===== config.mk =====
export PLATFORM = sky130hd
export DESIGN_NAME = wcis_div
export DESIGN_NICKNAME = d
export VERILOG_FILES = /design/src/hw/rtl/word_cpu_instruction_step_top_macros.svh /design/src/hw/rtl/wcis_pkg.sv /design/src/hw/rtl/wcis_div.sv
export SDC_FILE = /design/constraint.sdc
export NUM_CORES = 1
export LEC_CHECK = 0
export BUFFER_PORTS_ARGS = -buffer_cell sky130_fd_sc_hd__buf_4
export CORE_MARGIN = 1
export CORE_UTILIZATION = 55
export CTS_BUF_LIST = sky130_fd_sc_hd__clkbuf_4
export CTS_CLUSTER_SIZE = 12
export DETAILED_ROUTE_END_ITERATION = 8
export PLACE_DENSITY = 0.82
export RECOVER_POWER = 25
export SLEW_MARGIN = 10
export SYNTH_ARGS = -nofsm -noshare
export SYNTH_HDL_FRONTEND = slang
export SYNTH_SLANG_ARGS = --single-unit

===== constraint.sdc =====
create_clock -name clk_i -period 2.96 [get_ports clk_i]
set_input_delay 0.444 -clock clk_i [delete_from_list [all_inputs] [get_ports clk_i]]
set_output_delay 0.444 -clock clk_i [all_outputs]
set_load 0.01 [all_outputs]

===== src/hw/rtl/word_cpu_instruction_step_top_macros.svh =====
// Assertion macros for the instruction step core.
// Used by word_cpu_instruction_step_top; expects clk_i and rst_ni in scope.
`ifndef WORD_CPU_INSTRUCTION_STEP_TOP_MACROS_SVH
`define WORD_CPU_INSTRUCTION_STEP_TOP_MACROS_SVH

// Plain property, sampled on the rising clock edge, off while in reset.
`define WCIS_ASSERT(lbl, prop, msg) \
  lbl: assert property (@(posedge clk_i) disable iff (!rst_ni) (prop)) else $error(msg);

// Implication checked in the cycle after the antecedent.
`define WCIS_ASSERT_NEXT(lbl, ante, cons, msg) \
  lbl: assert property (@(posedge clk_i) disable iff (!rst_ni) (ante) |=> (cons)) \
    else $error(msg);

`endif


===== src/hw/rtl/wcis_pkg.sv =====
// Shared types, codes and helpers of the instruction step core.
// No dependencies; imported by wcis_div and word_cpu_instruction_step_top.
package wcis_pkg;

  typedef enum logic [2:0] {
    LOC_REG,
    LOC_MEM,
    LOC_SP,
    LOC_PC,
    LOC_O,
    LOC_LIT
  } loc_e;

  typedef struct packed {
    loc_e        kind;
    logic [15:0] val;
  } loc_t;

  typedef struct packed {
    logic        done;
    logic [31:0] quot;
    logic [15:0] rem;
  } div_rsp_t;

  localparam logic [3:0] OP_NONBASIC = 4'h0;
  localparam logic [3:0] OP_SET = 4'h1;
  localparam logic [3:0] OP_ADD = 4'h2;
  localparam logic [3:0] OP_SUB = 4'h3;
  localparam logic [3:0] OP_MUL = 4'h4;
  localparam logic [3:0] OP_DIV = 4'h5;
  localparam logic [3:0] OP_MOD = 4'h6;
  localparam logic [3:0] OP_SHL = 4'h7;
  localparam logic [3:0] OP_SHR = 4'h8;
  localparam logic [3:0] OP_AND = 4'h9;
  localparam logic [3:0] OP_BOR = 4'hA;
  localparam logic [3:0] OP_XOR = 4'hB;
  localparam logic [3:0] OP_IFE = 4'hC;
  localparam logic [3:0] OP_IFN = 4'hD;
  localparam logic [3:0] OP_IFG = 4'hE;
  localparam logic [3:0] OP_IFB = 4'hF;

  localparam logic [5:0] NB_JSR = 6'h01;

  localparam logic [5:0] CODE_POP = 6'h18;
  localparam logic [5:0] CODE_PEEK = 6'h19;
  localparam logic [5:0] CODE_PUSH = 6'h1A;
  localparam logic [5:0] CODE_SP = 6'h1B;
  localparam logic [5:0] CODE_PC = 6'h1C;
  localparam logic [5:0] CODE_O = 6'h1D;
  localparam logic [5:0] CODE_NW_IND = 6'h1E;
  localparam logic [5:0] CODE_NW_LIT = 6'h1F;

  // True when an operand code consumes a next word.
  function automatic logic extra_word(input logic [5:0] code);
    return (code[5:3] == 3'b010) || (code == CODE_NW_IND) || (code == CODE_NW_LIT);
  endfunction

endpackage


===== src/hw/rtl/wcis_div.sv =====
// Restoring divider, one quotient bit per cycle, 32-bit dividend by 16-bit divisor.
// Depends on wcis_pkg for the response struct.
module wcis_div
  import wcis_pkg::*;
(
  input  logic        clk_i,
  input  logic        rst_ni,
  input  logic        start_i,
  input  logic [31:0] dividend_i,
  input  logic [15:0] divisor_i,
  output div_rsp_t    rsp_o
);

  logic        run_q;
  logic [4:0]  cnt_q;
  logic        done_q;
  logic [31:0] dvd_q;
  logic [15:0] rem_q;
  logic [15:0] dsr_q;
  logic [16:0] trial;
  logic        fits;

  assign trial = {rem_q, dvd_q[31]};
  assign fits = trial >= {1'b0, dsr_q};

  always_ff @(posedge clk_i or negedge rst_ni) begin
    if (!rst_ni) begin
      run_q <= 1'b0;
      cnt_q <= '0;
      done_q <= 1'b0;
    end else begin
      done_q <= 1'b0;
      if (start_i) begin
        run_q <= 1'b1;
        cnt_q <= '0;
      end else if (run_q) begin
        cnt_q <= cnt_q + 5'd1;
        if (cnt_q == 5'd31) begin
          run_q <= 1'b0;
          done_q <= 1'b1;
        end
      end
    end
  end

  always_ff @(posedge clk_i) begin
    if (start_i) begin
      dvd_q <= dividend_i;
      dsr_q <= divisor_i;
      rem_q <= '0;
    end else if (run_q) begin
      dvd_q <= {dvd_q[30:0], fits};
      rem_q <= fits ? 16'(trial - {1'b0, dsr_q}) : trial[15:0];
    end
  end

  assign rsp_o.done = done_q;
  assign rsp_o.quot = dvd_q;
  assign rsp_o.rem = rem_q;

endmodule


==> impl_metrics.yaml <==
sta:
  finalHoldViolations: 0
  fmax_ghz: 0.370
  finalMaxSlewViolations: 0
  tightest_slew_ps: 524
  hold-worst-slack_ps: 213
  fin_worst_skew_ps: 16.7
  fin_setup_tns_ps: 0
  final-setup-viol-count: 0
  rsz0062_at_grt: "no"
  relSlewSlack_pct: 65.1
  fin_crit_ps: 2700
  layout_setup_ws_ps: 257
  min_period_over_period_pct: 91.3
synthesis:
  yosysSeqAreaShare_pct: 49.8
  synthArstFlopShare_pct: 9.86
  syn_inst: 351
  avgSynthCellArea_um2: 11.1
  synth_edf_count: 48
  synth_flop_cell: "edfxtp_1"
  syn-cell-area_um2: 3890
  synth-seq-cells: 71
  synth_cell_type_count: 55
  syn_nets: 421
  yosysWarnings: 0
clock_network:
  clock_sinks: 71
  clk_latency_ps: 420
  h-tree-depth: 3
  cts_buffers: 9
  clockBufferDepth: 2
  post-cts-setup-buffers: 0
  cts_tree: "done"
  clk_pin_slew_ps: 130
  clock-root-buffer: "clkbuf_4"
floorplan:
  core_area_um2: 6790
  io_pins: 100
  dieArea_um2: 7410
  die_width_um: 86.1
  start_util_pct: 57.2
  dieHeight_um: 86.1
  rows: 30
critical_path:
  start_kind: "register"
  critPathCaptureType: "register"
  crit_arrival_ps: 2880
  cpMostUsedCell: "a21o_1"
  cp_cell_sequence: "ha_1, a21oi_1, and2_1, a21o_1, a21o_1, nand2_1, mux2_2"
  ff2ff_path_depth: 7
  cp_max_fo: 9
  cp_slowest_cell: "ha_1"
  critPathMaxStageDelay_ps: 400
  criticalPathCategory: "reg -> reg"
  critPathRequiredTime_ps: 3140
worst_hold_path:
  min_path_type: "in -> reg"
  worstHoldPathCells: 1
detailed_routing:
  viasPerCell: 5.79
  drt_iter0_drc: 173
  vias: 3202
  drc_errors: 0
  antenna_left: 0
  routedWlPerCell_um: 17.1
  finalWirelength_mm: 9.45
  drt-pass1-iter-count: 5
placed_design:
  pre_cts_ws_ps: 354
  globalplace.congestion: 0.910
  hpwlAfterDp_mm: 6.94
  dp.cells: 536
  port_buffers: 99
global_routing:
  track_usage_pct: 26.4
  grt_pass1_wl_mm: 15.0
  grt-ovfl-total: 0
  grt_max_degree: 45
  antenna_found_initial: 0
  grt_pass1_vias: 3072
cells_and_area:
  antenna_cells: 0
  layout-drive-gt1-share_pct: 35.2
  syn2layout_area_growth_pct: 25.9
  finalNetCount: 522
  fillers: 477
  instances_no_fill: 553
power:
  power.leakage_nw: 2.11
  ir_drop_mv: 0.400
  powerDensity_nw_per_um2: 779
  power_mw: 3.81
job:
  cap_violations: 0
status:
  outcome: "finished, final reports clean"
==> cell usage in the layout, fill, tap and decap left out, drive strengths merged, types with 3 or more instances in the layout <==
| master | instances |
|---|---|
| nand2b | 3 |
| nor2 | 31 |
| a31oi | 4 |
| mux2 | 32 |
| ha | 18 |
| a311oi | 9 |
| a21o | 7 |
| clkinv | 5 |
| o41ai | 5 |
| xnor2 | 5 |
| nor3 | 7 |
| or3 | 4 |
| nand3 | 16 |
| buf | 90 |
| dfxtp | 16 |
| o21ai | 15 |
| o21a | 4 |
| a21oi | 12 |
| nor4 | 3 |
| dfrtp | 7 |
| inv | 19 |
| nand2 | 19 |
| nand4 | 3 |
| edfxtp | 48 |
| clkbuf | 26 |
| xor2 | 7 |
| a211oi | 7 |
==> state kept, by name, indices dropped and copies added, names as in the netlist <==
name	flops
dvd_q	32
dsr_q	16
rem_q	16
cnt_q	5
done_q	1
run_q	1
==> worst max-delay path, delay by kind of cell, from the launching register on <==
family,cells,cell delay (ps)
adder cells (fa/ha/maj),1,400
AND/OR/NAND/NOR,2,500
AO/OA/AOI/OAI,3,890
multiplexers,1,320
flip-flops,1,360
==> synthesized netlist by cell type (4+ instances only) <==
cell      instances  area [um^2]
nor3_1            7         35.0
clkbuf_1          9         33.8
a311oi_1          9         78.8
xnor2_1           5         43.8
nand3_1          15         75.1
o41ai_1           5         43.8
o21a_1            4         30.0
ha_1             18          225
inv_1            19         71.3
dfxtp_1          16          320
a21o_1            7         52.6
or3_1             4         25.0
a31oi_1           4         25.0
a211oi_1          7         52.6
nand2_1          19         71.3
a21oi_1          11         55.1
nor2_1           31          116
dfrtp_1           7          175
o21ai_0          14         70.1
mux2_2           32          360
edfxtp_1         48         1440
xor2_1            7         61.3
==> path summary, 6_finish.rpt <==
path	startpoint	slack, ps	to
worst max-delay path	rem_q[5]	260	dvd_q[0]
worst min-delay path	divisor_i[3]	210	dsr_q[3]
worst max register to register	rem_q[5]	260	dvd_q[0]
worst min register to register	rem_q[2]	540	rem_q[2]
max in group asynchronous	rst_ni	2250	cnt_q[4]
min in group asynchronous	rst_ni	430	cnt_q[2]
==> timing repair <==
item / in CTS / in global routing
endpoints found under the hold margin: 7 / 0
hold buffers: 1 / 0
resized for setup: 0 / 0
==> logic make-up after synthesis <==
family / count (synthesis) / synth area share (%)
simple gates: 95 / 11.7
compound gates: 82 / 15.5
flops: 71 / 49.8
buf+inv: 38 / 4.15
mux: 34 / 9.78
fa+ha+maj: 19 / 6.31
xor+xnor: 12 / 2.70
==> final cells by class <==
class	count	area, um^2	share of cell area [%]
clock buffers	9	67.6	1.38
flip-flops and latches	71	1940	39.6
clock inverters	7	97.6	1.99
repair buffers	108	810	16.5
well taps	96	120	2.45
multi-input cells	242	1790	36.6
inverters	20	75.1	1.53
==> per-layer routing <==
layer | up-vias | wire, um | global-route usage [%]
met5 | - | 0 | 0
met2 | 143 | 4730 | 43.7
met3 | 15 | 611 | 5.00
met1 | 1504 | 3930 | 34.6
li1 | 1540 | - | -
met4 | 0 | 172 | 9.70
==> where the power goes <==
group | leakage (nW) | internal [mW] | total [mW] | switching [mW]
registers | 0.719 | 1.24 | 1.39 | 0.152
logic | 1.31 | 0.781 | 1.71 | 0.926
clock network | 0.0837 | 0.344 | 0.715 | 0.371
total | 2.11 | 2.36 | 3.81 | 1.45
==> stage by stage <==
step,utilization (%),cell area [um^2]
after global routing,72.1,4900
final,72.1,4900
after detailed placement,69.6,4730
after global placement,69.6,4730
after floorplan,-,3890
after CTS,72.1,4900
Note: power is estimated with default switching activity, not from simulation.
